[config.mk]
export PLATFORM = sky130hd
export DESIGN_NAME = min_max_peak_pyramid
export DESIGN_NICKNAME = d
export VERILOG_FILES = /design/src/rtl/mmpp_pkg.sv /design/src/rtl/mmpp_fifo.sv /design/src/rtl/mmpp_back.sv /design/src/rtl/min_max_peak_pyramid.sv
export SDC_FILE = /design/constraint.sdc
export NUM_CORES = 1
export LEC_CHECK = 0
export ABC_AREA = 1
export BUFFER_PORTS_ARGS = -buffer_cell sky130_fd_sc_hd__clkbuf_2
export CORE_ASPECT_RATIO = 1.1
export CORE_MARGIN = 2
export CORE_UTILIZATION = 39
export CTS_BUF_LIST = sky130_fd_sc_hd__clkbuf_16
export CTS_CLUSTER_DIAMETER = 100
export DETAILED_ROUTE_END_ITERATION = 10
export GPL_ROUTABILITY_DRIVEN = 0
export SLEW_MARGIN = 0
export SYNTH_ARGS = -nofsm -noshare
export SYNTH_HDL_FRONTEND = slang
export SYNTH_SLANG_ARGS = --single-unit
[constraint.sdc]
create_clock -name clk -period 5.2 [get_ports clk]
set_input_delay 0.52 -clock clk [delete_from_list [all_inputs] [get_ports clk]]
set_output_delay 0.52 -clock clk [all_outputs]
set_load 0.03 [all_outputs]
[src/rtl/mmpp_pkg.sv]
// Shared types, widths and constants of the min/max peak pyramid.
package mmpp_pkg;

  localparam int BLOCK_DEFAULT      = 256;
  localparam int MAX_LEVELS_DEFAULT = 4;
  localparam int LEVEL_CAP          = 8;
  localparam int QUEUE_DEPTH        = 4;

  localparam int SAMPLE_W = 16;
  localparam int LEVEL_W  = 2;
  localparam int BUCKET_W = 24;
  localparam int DATA_W   = 32;
  localparam int ADDR_W   = 3;

  localparam logic [ADDR_W-3:0] REG_FRAME_COUNT = '0;
  localparam logic [DATA_W-1:0] FRAME_COUNT_RESET = DATA_W'(1);

  typedef struct packed {
    logic signed [SAMPLE_W-1:0] sample;
    logic                       final_sample;
  } in_word_t;

  typedef struct packed {
    logic [LEVEL_W-1:0]         level_index;
    logic [BUCKET_W-1:0]        bucket_number;
    logic signed [SAMPLE_W-1:0] bucket_min;
    logic signed [SAMPLE_W-1:0] bucket_max;
    logic                       run_end;
  } out_word_t;

  typedef logic [LEVEL_CAP-1:0][DATA_W:0] threshold_table_t;

  // Entry L holds block to the power L+1, saturated at 2^32.
  function automatic threshold_table_t threshold_table(input int block);
    threshold_table_t t;
    logic [63:0]      p;
    logic [63:0]      cap;
    cap = 64'd1 << DATA_W;
    p   = 64'(block);
    for (int i = 0; i < LEVEL_CAP; i++) begin
      t[i] = (p > cap) ? cap[DATA_W:0] : p[DATA_W:0];
      p = (p > cap) ? p : p * 64'(block);
    end
    return t;
  endfunction

endpackage

[src/rtl/mmpp_fifo.sv]
// Small register queue used on both sides of the pyramid engine.
module mmpp_fifo #(
  parameter int WIDTH = 8,
  parameter int DEPTH = 4
) (
  input  logic             clk,
  input  logic             rst,
  input  logic             push,
  input  logic [WIDTH-1:0] wdata,
  output logic             full,
  input  logic             pop,
  output logic [WIDTH-1:0] rdata,
  output logic             empty
);
  localparam int PTR_W = (DEPTH > 1) ? $clog2(DEPTH) : 1;
  localparam int CNT_W = $clog2(DEPTH + 1);

  logic [WIDTH-1:0] mem [DEPTH];
  logic [PTR_W-1:0] wr_ptr;
  logic [PTR_W-1:0] rd_ptr;
  logic [CNT_W-1:0] count;
  logic             do_push;
  logic             do_pop;

  assign full    = (count == CNT_W'(DEPTH));
  assign empty   = (count == '0);
  assign do_push = push && !full;
  assign do_pop  = pop && !empty;
  assign rdata   = mem[rd_ptr];

  always_ff @(posedge clk) begin
    if (do_push) begin
      mem[wr_ptr] <= wdata;
    end
  end

  always_ff @(posedge clk) begin
    if (rst) begin
      wr_ptr <= '0;
      rd_ptr <= '0;
      count  <= '0;
    end else begin
      if (do_push) begin
        wr_ptr <= (wr_ptr == PTR_W'(DEPTH - 1)) ? '0 : wr_ptr + PTR_W'(1);
      end
      if (do_pop) begin
        rd_ptr <= (rd_ptr == PTR_W'(DEPTH - 1)) ? '0 : rd_ptr + PTR_W'(1);
      end
      if (do_push && !do_pop) begin
        count <= count + CNT_W'(1);
      end else if (do_pop && !do_push) begin
        count <= count - CNT_W'(1);
      end
    end
  end

endmodule

[src/rtl/mmpp_back.sv]
// Level engine: folds words in one level per cycle unless out_full; emits buckets.
module mmpp_back #(
  parameter int BLOCK      = 256,
  parameter int MAX_LEVELS = 4,
  localparam int LV_W      = (MAX_LEVELS > 1) ? $clog2(MAX_LEVELS) : 1
) (
  input  logic                clk,
  input  logic                rst,
  input  mmpp_pkg::in_word_t  head,
  input  logic                head_valid,
  output logic                head_pop,
  input  logic [LV_W-1:0]     top_lv,
  output mmpp_pkg::out_word_t out_word,
  output logic                out_push,
  input  logic                out_full
);
  import mmpp_pkg::*;

  localparam int FILL_W = $clog2(BLOCK + 1);
  localparam logic [FILL_W-1:0] FULL_FILL = FILL_W'(BLOCK);
  localparam logic [FILL_W-1:0] AF_FILL   = FILL_W'(BLOCK - 1);

  logic signed [SAMPLE_W-1:0] level_min   [MAX_LEVELS];
  logic signed [SAMPLE_W-1:0] level_max   [MAX_LEVELS];
  logic [FILL_W-1:0]          level_fill  [MAX_LEVELS];
  logic [BUCKET_W-1:0]        level_count [MAX_LEVELS];
  logic [MAX_LEVELS-1:0]      almost_full;

  logic                       busy;
  logic [LV_W-1:0]            lv;
  logic                       fin;
  logic                       carry_valid;
  logic signed [SAMPLE_W-1:0] carry_lo;
  logic signed [SAMPLE_W-1:0] carry_hi;

  logic                       step_go;
  logic [LV_W-1:0]            s_lv;
  logic [LV_W-1:0]            nxt;
  logic                       s_fin;
  logic                       s_in;
  logic signed [SAMPLE_W-1:0] s_lo;
  logic signed [SAMPLE_W-1:0] s_hi;
  logic [FILL_W-1:0]          cur_fill;
  logic [FILL_W-1:0]          new_fill;
  logic signed [SAMPLE_W-1:0] new_min;
  logic signed [SAMPLE_W-1:0] new_max;
  logic                       full;
  logic                       emitting;
  logic                       top;
  logic                       done;
  logic                       next_af;
  logic                       last;

  always_comb begin
    step_go  = (busy || head_valid) && !out_full;
    s_lv     = busy ? lv : '0;
    s_fin    = busy ? fin : head.final_sample;
    s_in     = busy ? carry_valid : 1'b1;
    s_lo     = busy ? carry_lo : head.sample;
    s_hi     = busy ? carry_hi : head.sample;
    cur_fill = level_fill[s_lv];
    new_fill = s_in ? cur_fill + FILL_W'(1) : cur_fill;
    new_min  = level_min[s_lv];
    new_max  = level_max[s_lv];
    if (s_in && (cur_fill == '0 || s_lo < level_min[s_lv])) begin
      new_min = s_lo;
    end
    if (s_in && (cur_fill == '0 || s_hi > level_max[s_lv])) begin
      new_max = s_hi;
    end
    full     = (new_fill == FULL_FILL);
    emitting = full || (s_fin && new_fill != '0);
    top      = (s_lv == top_lv);
    done     = top || (!s_fin && !full);
    nxt      = s_lv + LV_W'(1);
    next_af  = (int'(nxt) < MAX_LEVELS) ? almost_full[nxt] : 1'b0;
    last     = s_fin ? top : (top || !next_af);

    head_pop = step_go && !busy;
    out_push = step_go && emitting;
    out_word.level_index   = LEVEL_W'(s_lv);
    out_word.bucket_number = level_count[s_lv];
    out_word.bucket_min    = new_min;
    out_word.bucket_max    = new_max;
    out_word.run_end       = last;
  end

  always_ff @(posedge clk) begin
    if (rst) begin
      busy        <= 1'b0;
      lv          <= '0;
      fin         <= 1'b0;
      carry_valid <= 1'b0;
      almost_full <= '0;
      for (int i = 0; i < MAX_LEVELS; i++) begin
        level_min[i]   <= '0;
        level_max[i]   <= '0;
        level_fill[i]  <= '0;
        level_count[i] <= '0;
      end
    end else if (step_go) begin
      busy        <= !done;
      lv          <= done ? '0 : nxt;
      fin         <= s_fin;
      carry_valid <= emitting;
      carry_lo    <= new_min;
      carry_hi    <= new_max;
      if (done && s_fin) begin
        almost_full <= '0;
        for (int i = 0; i < MAX_LEVELS; i++) begin
          level_min[i]   <= '0;
          level_max[i]   <= '0;
          level_fill[i]  <= '0;
          level_count[i] <= '0;
        end
      end else begin
        level_min[s_lv]   <= new_min;
        level_max[s_lv]   <= new_max;
        level_fill[s_lv]  <= emitting ? '0 : new_fill;
        almost_full[s_lv] <= !emitting && (new_fill == AF_FILL);
        if (emitting) begin
          level_count[s_lv] <= level_count[s_lv] + BUCKET_W'(1);
        end
      end
    end
  end

  a_busy_above_base: assert property (@(posedge clk) disable iff (rst)
    busy |-> lv != '0)
    else $error("Engine busy at the base level.");

  a_push_space: assert property (@(posedge clk) disable iff (rst)
    out_push |-> !out_full)
    else $error("Result written into a full queue.");

  a_base_never_full: assert property (@(posedge clk) disable iff (rst)
    level_fill[0] != FULL_FILL)
    else $error("Base bucket held at full count.");

  a_flush_clears: assert property (@(posedge clk) disable iff (rst)
    (step_go && done && s_fin) |=> (level_fill[0] == '0 && !busy))
    else $error("State not cleared after the final word.");

  a_pop_valid: assert property (@(posedge clk) disable iff (rst)
    head_pop |-> head_valid)
    else $error("Word taken from an empty queue.");

endmodule

[src/rtl/min_max_peak_pyramid.sv]
// Top level of the min/max peak pyramid with its configuration port.
//
// Samples enter as words on the input queue (push/full); a word is taken
// when push is high and full is low. Bucket results leave through the
// result queue (empty/pop); the oldest result is on the result port while
// empty is low and is taken when pop is high. Four words of queueing sit
// on each side, so the input keeps accepting while results wait.
// Samples and results are each registered in a queue between the ports
// and the level engine. The engine handles one pyramid level per cycle
// while the result queue is not full: a sample that completes no bucket
// touches only the base level, one that completes buckets or ends the
// buffer steps through each level it touches, up to MAX_LEVELS, and the
// engine takes no new sample until it is done with the previous one.
// frame_count sets how many levels exist and is written over the APB port
// at byte address 0. Reset sets frame_count to 1 and empties both queues
// and all buckets. When the receiver stalls, the result queue fills, then
// the engine waits, then the input queue fills and full rises.
module min_max_peak_pyramid #(
  parameter int BLOCK      = mmpp_pkg::BLOCK_DEFAULT,
  parameter int MAX_LEVELS = mmpp_pkg::MAX_LEVELS_DEFAULT
) (
  input  logic                          clk,
  input  logic                          rst,
  input  logic                          push,
  input  mmpp_pkg::in_word_t            item,
  output logic                          full,
  input  logic                          pop,
  output mmpp_pkg::out_word_t           result,
  output logic                          empty,
  input  logic                          psel,
  input  logic                          penable,
  input  logic                          pwrite,
  input  logic [mmpp_pkg::ADDR_W-1:0]   paddr,
  input  logic [mmpp_pkg::DATA_W-1:0]   pwdata,
  output logic [mmpp_pkg::DATA_W-1:0]   prdata,
  output logic                          pready
);
  import mmpp_pkg::*;

  localparam int LV_W = (MAX_LEVELS > 1) ? $clog2(MAX_LEVELS) : 1;
  localparam threshold_table_t THR = threshold_table(BLOCK);

  logic [DATA_W-1:0] frame_count;
  logic [LV_W-1:0]   top_lv;
  logic [LV_W-1:0]   top_lv_next;
  logic              reg_hit;
  logic              cfg_write;

  in_word_t          head;
  logic              head_empty;
  logic              head_pop;
  out_word_t         eng_word;
  logic              eng_push;
  logic              res_full;

  assign pready    = 1'b1;
  assign reg_hit   = (paddr[ADDR_W-1:2] == REG_FRAME_COUNT);
  assign cfg_write = psel && penable && pwrite && pready && reg_hit;
  assign prdata    = reg_hit ? frame_count : '0;

  always_comb begin
    top_lv_next = '0;
    for (int l = 1; l < MAX_LEVELS; l++) begin
      if ({1'b0, pwdata} > THR[l]) begin
        top_lv_next = LV_W'(l);
      end
    end
  end

  always_ff @(posedge clk) begin
    if (rst) begin
      frame_count <= FRAME_COUNT_RESET;
      top_lv      <= '0;
    end else if (cfg_write) begin
      frame_count <= pwdata;
      top_lv      <= top_lv_next;
    end
  end

  mmpp_fifo #(
    .WIDTH($bits(in_word_t)),
    .DEPTH(QUEUE_DEPTH)
  ) u_in_queue (
    .clk  (clk),
    .rst  (rst),
    .push (push),
    .wdata(item),
    .full (full),
    .pop  (head_pop),
    .rdata(head),
    .empty(head_empty)
  );

  mmpp_back #(
    .BLOCK     (BLOCK),
    .MAX_LEVELS(MAX_LEVELS)
  ) u_back (
    .clk       (clk),
    .rst       (rst),
    .head      (head),
    .head_valid(!head_empty),
    .head_pop  (head_pop),
    .top_lv    (top_lv),
    .out_word  (eng_word),
    .out_push  (eng_push),
    .out_full  (res_full)
  );

  mmpp_fifo #(
    .WIDTH($bits(out_word_t)),
    .DEPTH(QUEUE_DEPTH)
  ) u_out_queue (
    .clk  (clk),
    .rst  (rst),
    .push (eng_push),
    .wdata(eng_word),
    .full (res_full),
    .pop  (pop),
    .rdata(result),
    .empty(empty)
  );

endmodule

Word-level counts from Yosys, hierarchy flattened
Memory sizes are Yosys's and may differ from the RTL's. A register that Yosys moved wholly into a read port is not among the register bits.
Index checks and enable logic that the tools add are counted.
Storage, ports and cells
  bits in registers: 89
  word-level logic and storage cells: 199
  output and inout bits: 94
  memories: 6
  input bits: 59
  memory bits (writable): 564
Memories
  u_out_queue.mem: words 4, width 59, read ports 1, clocked after Yosys merged registers in 1, wr ports 1, RTL line mmpp_fifo.sv:18  | logic [WIDTH-1:0] mem [DEPTH];
  u_back.level_count: words 4, width 24, read ports 1, clocked after Yosys merged registers in 0, wr ports 4, RTL line mmpp_back.sv:26  | logic [BUCKET_W-1:0] level_count [MAX_LEVELS];
  u_in_queue.mem: words 4, width 17, read ports 1, clocked after Yosys merged registers in 1, wr ports 1, RTL line mmpp_fifo.sv:18
  u_back.level_max: words 4, width 16, read ports 1, clocked after Yosys merged registers in 0, wr ports 4, RTL line mmpp_back.sv:24  | logic signed [SAMPLE_W-1:0] level_max [MAX_LEVELS];
  u_back.level_min: words 4, width 16, read ports 1, clocked after Yosys merged registers in 0, wr ports 4, RTL line mmpp_back.sv:23  | logic signed [SAMPLE_W-1:0] level_min [MAX_LEVELS];
  u_back.level_fill: words 4, width 9, read ports 1, clocked after Yosys merged registers in 0, wr ports 4, RTL line mmpp_back.sv:25  | logic [FILL_W-1:0] level_fill [MAX_LEVELS];
Operators by class
  bitwise logic cells: 18
  equality and inequality tests: 9
  multiplexer cells: 80
  add/sub/neg operators: 11
  order comparisons: 8
  reductions and logical operators: 52
Operators by type and width (number)
  16-bit 2-to-1 mux: 14
  24-bit 2-to-1 mux: 5
  9-bit 2-to-1 mux: 7
  32-bit by 33-bit greater-than comparator with 1-bit output, second input constant: 1
  32-bit by 17-bit greater-than comparator with 1-bit output, second input constant: 1
  32-bit by 25-bit greater-than comparator with 1-bit output, second input constant: 1
  2-bit 2-to-1 mux: 16
  32-bit 2-to-1 mux: 1
  16-bit OR reduction: 2
  1-bit 2-to-1 mux: 29
  24-bit by 1-bit adder with 24-bit output, second input constant: 1
  24-bit OR reduction: 1
  1-bit logical AND: 21
  16-bit greater-than comparator: 1
  16-bit less-than comparator: 1
  1-bit OR: 16
  1-bit logical NOT: 14
  3-bit 2-to-1 mux: 4
  2-bit by 1-bit adder with 2-bit output, second input constant: 5
  9-bit by 1-bit adder with 9-bit output, second input constant: 1
  9-bit by 8-bit == test with 1-bit output, second input constant: 1
  9-bit == test, second input constant: 1
  9-bit logical NOT: 1
  9-bit nonzero test: 1
  other kinds (17): 32

Depth between registers and ports, before layout
Gate-level depths: netlist (run 1).
An unclocked memory read counts as a cell.
  depth after elaboration: 15
  depth in mapped cells: 30
  depth with buffers taken out: 27

Hierarchy
A second synthesis (run 1) with hierarchy kept.
Second synthesis, totals
  cell total of the unflattened synthesis: 2797
  area total of the unflattened synthesis: 29514.6 µm²
By module, submodules not included
  mmpp_back: instances 1, area an instance 15532.4 µm², cells each 1657, seq. area each 8948.6 µm²
  mmpp_fifo (u_out_queue): instances 1, area an instance 9223.8 µm², cells each 641, seq. area each 7267.0 µm²
  mmpp_fifo (u_in_queue): instances 1, area an instance 3090.5 µm², cells each 235, seq. area each 2222.1 µm²
  min_max_peak_pyramid: instances 1, area an instance 1667.8 µm², cells each 264, seq. area each 680.7 µm²

Worst setup path before layout (run 1)
OpenSTA, ideal clock, no wires.
  path kind: register -> register
  start point: register u_back.lv[0]
  end point: memory u_out_queue.mem[0][0] (netlist bit) (enable)
  period minus slack after synthesis: 5301 ps
  slack: -101 ps
  library setup time: 476 ps
  data arrival time: 4825 ps
  path buffers: 3
  data required time: 4724 ps
  stages on the path, launching flop included: 21
  path through: dfxtp_1 -> buf_2 -> nand2_2 -> buf_4 -> nand2_1 -> nand2_1 -> mux2i_1 -> inv_2 -> ha_1 -> nand2_1 -> nor2_4 -> nand2_1 -> inv_2 -> nor2_1 -> nor2_1 -> nor2_1 -> nand4_1 -> nand2_1 -> buf_6 -> nand2_1 -> nor2_1
On the way
  cells in the longest elaborated chain, start to end: 11
  elaborated cells between the ends (all ways): 12
  classes of those cells: add/sub: 1; eq/ne: 1; mux: 4; reduce/logical: 5; memory: 1
Ends and longest elaborated chain
  start: declaration: RTL line mmpp_back.sv:30  | logic [LV_W-1:0] lv;
  start signal: assignment: RTL line mmpp_back.sv:103  | lv <= done ? '0 : nxt;
  2-bit 2-to-1 mux (*): RTL line mmpp_back.sv:56  | s_lv = busy ? lv : '0;
  memory read 4 x 9 bit (*)
  9-bit by 1-bit adder with 9-bit output: RTL line mmpp_back.sv:62  | new_fill = s_in ? cur_fill + FILL_W'(1) : cur_fill;
  9-bit 2-to-1 mux (*): RTL line mmpp_back.sv:62
  9-bit nonzero test: RTL line mmpp_back.sv:72  | emitting = full || (s_fin && new_fill != '0);
  1-bit logical AND: RTL line mmpp_back.sv:72
  1-bit logical OR (*): RTL line mmpp_back.sv:72
  1-bit logical AND (*): RTL line mmpp_back.sv:80  | out_push = step_go && emitting;
  1-bit logical AND (*): RTL line mmpp_fifo.sv:27  | assign do_push = push && !full;
  1-bit 2-to-1 mux (*): RTL line mmpp_fifo.sv:32  | if (do_push) begin
  1-bit 2-to-1 mux (implied by the code) (*): RTL line mmpp_fifo.sv:33  | mem[wr_ptr] <= wdata;
  end: declaration: RTL line mmpp_fifo.sv:18
Mark *: on every way between the ends. The rest lies on a longest branch, timed or not.

Final worst setup path (run 1)
  start point: register u_back.busy
  end point: memory u_out_queue.mem[2][25] (netlist bit) (enable)
On the way
  cells in the longest elaborated chain, start to end: 11
  elaborated cells between the ends (all ways): 16
  classes of those cells: add/sub: 1; eq/ne: 1; mux: 6; reduce/logical: 7; memory: 1
Ends and longest elaborated chain
  start: declaration: RTL line mmpp_back.sv:29  | logic busy;
  start signal: assignment: RTL line mmpp_back.sv:102  | busy <= !done;
  2-bit 2-to-1 mux: RTL line mmpp_back.sv:56
  memory read 4 x 9 bit
  9-bit by 1-bit adder with 9-bit output: RTL line mmpp_back.sv:62
  9-bit 2-to-1 mux: RTL line mmpp_back.sv:62
  9-bit nonzero test: RTL line mmpp_back.sv:72
  1-bit logical AND: RTL line mmpp_back.sv:72
  1-bit logical OR: RTL line mmpp_back.sv:72
  1-bit logical AND (*): RTL line mmpp_back.sv:80
  1-bit logical AND (*): RTL line mmpp_fifo.sv:27
  1-bit 2-to-1 mux (*): RTL line mmpp_fifo.sv:32
  1-bit 2-to-1 mux (implied by the code) (*): RTL line mmpp_fifo.sv:33
Marks and branches as above.

==> run metrics, run 1 <==
status complete, no violations; Adder-Cell Fraction of Synth Area 2.30%; crit path buf inv count 8; Worst Max-Slew Pin Slew 1.11 ns; clock root cell clkbuf_16; vias in the first global route 20,100; Worst-path clk slew 0.06 ns; gr busiest metal met2; Yosys cell types 57; H-tree depth 3; met3 usage 2.65%; Post-DP HPWL 43.4 mm; Post-CTS Setup Repair Bufs 0; multi-input logic area 8290 sq um; Synth Area in Simple Gates 15.5%; fmax 224 MHz; starting density of the core 39.4%; Die X-Extent 264 microns; CTS tree done; final wirelength 72.1 mm; GRT Total Usage 18.7%; WP data required 5.43 ns; Compound-Gate Fraction of Synth Area 9.91%; CP Cell Sequence buf_4 -> inv_1 -> buf_4 -> nor2_1 -> inv_1 -> buf_4 -> nand2_1 -> nor2_4 -> inv_2 -> nor2_1 -> nand3_1 -> nand2_2 -> inv_2 -> nor2_2 -> nand4_1 -> nand2_1 -> nand2_1 -> nor2_4 -> buf_4; Hold Startpoint item[1]; CP endpoint kind flip-flop; Worst slew margin 26.2%; R2R setup slack 0.74 ns; die height 290 microns; Clock Latency Late Sink 0.62 ns; Hold WC Path Type input pin to flip-flop; Post-Syn Instances 2,709; Register Area 19,100 sq um; vias after detailed routing 20,100; maxcap violations 0; DR pass1 iterations 5; Post-Syn Area 28,900 sq um; Max clock buf depth 3; final setup violation count 0; Setup Skew 0.0206 ns; CP Class flip-flop to flip-flop; diode count 0; area of the core 73,400 sq um; multiplexer share of the synthesized area 0.0346%; Internal 13.3 mW; largest net degree at the start of global routing 66; WHS Endpoint u_in_queue.mem[2][1]; DRC 0; # port buffers 149; hold path depth 1; Area Growth Syn to Fin 13.8%; Post-synth ARST share 0%; first-pass GRT wire length 111 mm; delay of the slowest cell on the worst path 0.80 ns; Synth Area in XOR/XNOR 0.666%; Crit Reg-Reg Endpoint u_out_queue.mem[2][25]; worst r2r path cells 19; # rows 104; Tot Pwr 22.2 mW; Seq pwr share 40.0%; Worst Path Max Fanout 59; synth warn 0; DIE AREA 76,400 sq um; min Tclk post-route 4.46 ns; most used cell along the critical path buf_4; Num CTS Buffers 71; met1 global-route usage 24.1%; Final period util 85.7%; Startpoint Class flip-flop; RSZ-0062 raised after global routing no; Final nets 2,946; fillers 6,798; syn_nets 2,820; combinational share of power 37.8%; Seq/Total Area, Yosys 66.0%; layout cells sized above 1 12.5%; met2 usage in global routing 33.1%; drt initial violations 1,916; # resized after CTS 0; CP arrival 4.68 ns; TritonCTS Sinks 657; hold_ws 0.120 ns; total power per unit cell area 675 nW/um^2; antenna violations before repair 1; GRT overflow 0; EDFF count, synth 596; largest family of logic cells by synthesized area simple AND/OR/NAND/NOR gates; Post-synth top flop edfxtp_1; slowest cell on the critical path buf_4; vias per cell 5.24; Net Sw Frac 40.1%; mean routed wirelength per cell 18.8 microns; Max Slew Vio Count 0; Seq cells post-synth 657; Pleak 12.7 nW; CTS Hold Bufs 0; Sw Pwr 8.91 mW; reg2reg start u_back.busy; Syn Area/Cell 10.7 sq um; CP delay by family, top buffers and inverters; VDD IR max 0.426 mV; final hold vios 0; # IOs 153; Clk pwr share 22.2%; antenna violation net count after detailed routing 0
[layer usage]
layer / share of wire, % / vias to the layer above
li1: - / 9576
met1: 42 / 9778
met2: 49 / 660
met3: 6.3 / 116
met4: 2.1 / 0
met5: 0 / -
[layout make-up]
cell class	instances	share of cell area (%)
Clock buffer	73	5.54
Clock inverter	56	1.38
Inverter	244	2.79
Multi-Input combinational cell	1662	25.2
Sequential cell	657	58.0
Tap cell	954	3.62
Timing Repair Buffer	199	3.48
[state kept, by name, indices dropped and copies added, names as in the netlist, 3 cells and up, named ones only]
name                cells
u_back.level_count     96
u_back.level_fill      36
u_in_queue.count        3
u_back.level_max       64
frame_count            32
u_out_queue.count       3
u_back.carry_lo        16
u_out_queue.mem       236
u_back.almost_full      4
u_back.carry_hi        16
u_in_queue.mem         68
u_back.level_min       64
[per-stage QoR]
step | cells | TNS, ns | util [%] | cell area, sq um | worst slack, ns
floorplan | 2709 | -23.83 | - | 28900 | -0.101
global placement | 3716 | 0 | 41.8 | 30700 | 0.840
detailed placement | 3716 | 0 | 41.8 | 30700 | 0.781
CTS | 3845 | 0 | 44.9 | 33000 | 0.743
global route | 3845 | 0 | 44.9 | 33000 | 0.369
finish | 3845 | 0 | 44.9 | 33000 | 0.743
[cell families (layout without fill, tap and decap cells)]
kind of cell,count (synthesis),count (layout)
xor gates and xnor gates,22,22
adders and majority gates,52,52
and+or+nand+nor,1103,1103
muxes,1,1
other,1,1
AOI/OAI and AO/OA,483,483
buffers and inverters,390,572
DFF,657,657
[cell usage after synthesis (15+ instances only)]
cell type | count | area, sq um
edfxtp_1 | 596 | 17900
nor2_1 | 564 | 2120
nand2_1 | 392 | 1470
o21ai_0 | 235 | 1180
inv_1 | 228 | 856
o22ai_1 | 101 | 632
clkbuf_1 | 93 | 349
a21oi_1 | 77 | 385
nand3_1 | 68 | 340
dfxtp_1 | 61 | 1220
ha_1 | 50 | 626
buf_2 | 20 | 100
xor2_1 | 17 | 149
nand3b_1 | 16 | 120
nand4_1 | 15 | 93.8
[placed cells by master, fill, tap and decap left out, types with 6 or more instances in the layout]
cell type and count:
xor2_1 17, nand2_2 8, nor3_1 11, nor4_1 7
a21oi_1 77, o32ai_1 12, o21ai_1 6, buf_4 48
inv_1 245, ha_1 50, dfxtp_1 59, clkinv_2 9
nor2_1 555, a32o_1 12, edfxtp_1 596, a22o_1 7
bufinv_16 6, nand4_1 15, nor2_2 8, clkbuf_2 149
o21ai_0 235, nand2_1 388, nand3_1 68, clkbuf_16 73
nand3b_1 16, inv_2 12, nor2_4 7, o22ai_1 101
clkinv_1 18, o32ai_2 6
[power groups by stage]
stage,Combinational [mW],Clock [mW],Sequential (mW)
after global placement,8.20,0,8.93
after global routing,9.33,5.25,9.02
after detailed placement,8.40,0,9.00
after CTS,8.44,5.04,8.90
after floorplan,5.62,0,8.87
final,8.40,4.93,8.89
[how the worst max path moves through the flow]
stage	end	cells after the start	startpoint
global route	u_out_queue.mem[2][13]	19	u_back.busy
finish	u_out_queue.mem[2][25]	19	u_back.busy
floorplan	u_out_queue.mem[0][0]	20	u_back.lv[0]
CTS	u_out_queue.mem[2][27]	19	u_back.busy
detailed placement	u_out_queue.mem[2][13]	19	u_back.busy
global placement	u_out_queue.mem[2][13]	19	u_back.busy
Note: power is estimated with default switching activity, not from simulation.
==> inputs of run 2 (changes only) <==
==> constraint.sdc (replaced) <==
create_clock -name clk -period 5.2 [get_ports clk]
set_input_delay 0.52 -clock clk [delete_from_list [all_inputs] [get_ports clk]]
set_output_delay 0.52 -clock clk [all_outputs]
set_load 0.05 [all_outputs]
==> run metrics, run 2 (synthesis gave the netlist of run 1 again) <==
status complete, no violations; Crit Reg-Reg Endpoint u_out_queue.mem[3][17]; final wirelength 71.9 mm; # rows 104; combinational share of power 39.2%; Post-CTS Setup Repair Bufs 0; Reg with most FFs u_out_queue.mem; Num CTS Buffers 72; Worst Path Max Fanout 32; die height 290 microns; Hold Startpoint item[2]; # IOs 153; Placed Area 30,700 sq um; Clock Latency Late Sink 0.62 ns; final setup TNS 0 ns; Net Sw Frac 41.3%; WP data required 5.53 ns; # port buffers 149; CTS Hold Bufs 0; vias per cell 5.23; Clk pwr share 22.0%; mean routed wirelength per cell 18.7 microns; Hold WC Path Type input pin to flip-flop; first-pass GRT wire length 111 mm; DIE AREA 76,400 sq um; DR pass1 iterations 5; # resized after CTS 0; Max Slew Vio Count 0; WHS Endpoint u_in_queue.mem[3][2]; H-tree depth 3; CP Class flip-flop to flip-flop; diode count 0; layout cells sized above 1 12.3%; total power per unit cell area 694 nW/um^2; R2R setup slack 0.92 ns; drt initial violations 1,983; Post-DP HPWL 42.8 mm; CP arrival 4.61 ns; clock root cell clkbuf_16; RSZ-0062 raised after global routing no; CTS tree done; VDD IR max 0.365 mV; finished layout cell area 33,100 sq um; Startpoint Class flip-flop; Sw Pwr 9.48 mW; GRT Total Usage 18.6%; Regs by FF count u_out_queue.mem x236, u_back.level_count x96, u_in_queue.mem x68; starting density of the core 39.4%; vias in the first global route 19,900; Area Growth Syn to Fin 14.3%; Setup Skew 0.0213 ns; Internal 13.5 mW; fmax 233 MHz; most common cell after layout, fill and taps aside edfxtp_1; CP endpoint kind flip-flop; antenna violation net count after detailed routing 0; Final nets 2,941; largest net degree at the start of global routing 82; most frequent cells in the layout 596 x edfxtp_1, 555 x nor2_1, 388 x nand2_1; CP delay by family, top simple AND/OR/NAND/NOR gates; final hold vios 0; TritonCTS Sinks 657; worst r2r path cells 17; crit path buf inv count 4; min Tclk post-route 4.28 ns; max FFs per register 236; area of the core 73,400 sq um; CP Cell Sequence buf_4 -> inv_1 -> buf_4 -> nand2_1 -> o21ai_0 -> ha_1 -> a21oi_1 -> or2_2 -> a21oi_1 -> a2111oi_0 -> nand2_1 -> nand2_1 -> nand3_2 -> nand2_1 -> nand2_1 -> nand2_1 -> inv_1; maxcap violations 0; most used cell along the critical path nand2_1; antenna violations before repair 1; Die X-Extent 264 microns; delay of the slowest cell on the worst path 0.52 ns; GRT overflow 0; hold path depth 1; vias after detailed routing 20,100; DRC 0; Pleak 12.8 nW; final setup violation count 0; Worst slew margin 24.9%; Max clock buf depth 3; slowest cell on the critical path nand2_1; Worst Max-Slew Pin Slew 1.13 ns; reg2reg start u_back.busy; Final period util 82.4%; Worst-path clk slew 0.06 ns; Seq pwr share 38.7%
-- run 2: layout make-up --
type / count / area, sq um
fillers: 6800 / 40300
clock buffers: 75 / 1880
well taps: 954 / 1190
flip-flops and latches: 657 / 19100
multi-input cells: 1662 / 8290
clock inverters: 57 / 480
inverters: 244 / 920
repair buffers: 193 / 1190
-- run 2: metal layers --
layer  vias to the layer above  share of wire, %  GRT usage, %
met5                         -                 0             0
met2                       643                49          32.0
met1                      9805                42          23.9
met3                        93               6.9          3.52
li1                       9554                 -             -
met4                         0               2.1          5.97
-- run 2: worst register-to-register path: cells and delay by family (launching register included) --
kind                     cells  cell delay (ns)
adder cells (fa/ha/maj)      1             0.34
AO/OA/AOI/OAI                4             0.84
flip-flops                   1             0.40
buffers and inverters        4             0.96
AND/OR/NAND/NOR              8             1.45
-- run 2: power by group through the flow --
| stage | Combinational (mW) | Sequential [mW] | Clock [mW] |
|---|---|---|---|
| after floorplan | 6.15 | 8.87 | 0 |
| after global placement | 8.76 | 8.92 | 0 |
| after detailed placement | 8.99 | 8.99 | 0 |
| after CTS | 9.03 | 8.89 | 5.17 |
| after global routing | 9.93 | 9.01 | 5.39 |
| final | 9.00 | 8.88 | 5.06 |
-- run 2: how the worst max path moves through the flow --
stage                 start                endpoint  slack [ns]  cells past startpoint
2_1_floorplan  u_back.lv[0]   u_out_queue.mem[0][0]       -0.10                     20
3_3_place_gp    u_back.busy  u_out_queue.mem[0][17]        0.95                     17
3_5_place_dp    u_back.busy  u_out_queue.mem[0][17]        0.97                     17
4_1_cts         u_back.busy      u_back.carry_lo[0]        0.94                     17
5_1_grt         u_back.busy    u_out_queue.count[2]        0.59                     24
6_report        u_back.busy  u_out_queue.mem[3][17]        0.92                     17
-- run 2: stage by stage --
step                      setup WS (ns)  power (mW)  util (%)  hold slack (ns)  cells
final                             0.915        22.9      45.1            0.120   3842
after global routing              0.594        24.3      45.1            0.107   3842
after CTS                         0.942        23.1      45.1           0.0895   3842
after detailed placement          0.968        18.0      41.9            0.446   3710
after global placement            0.951        17.7      41.9            0.440   3710
after floorplan                  -0.101        15.0         -            0.430   2709
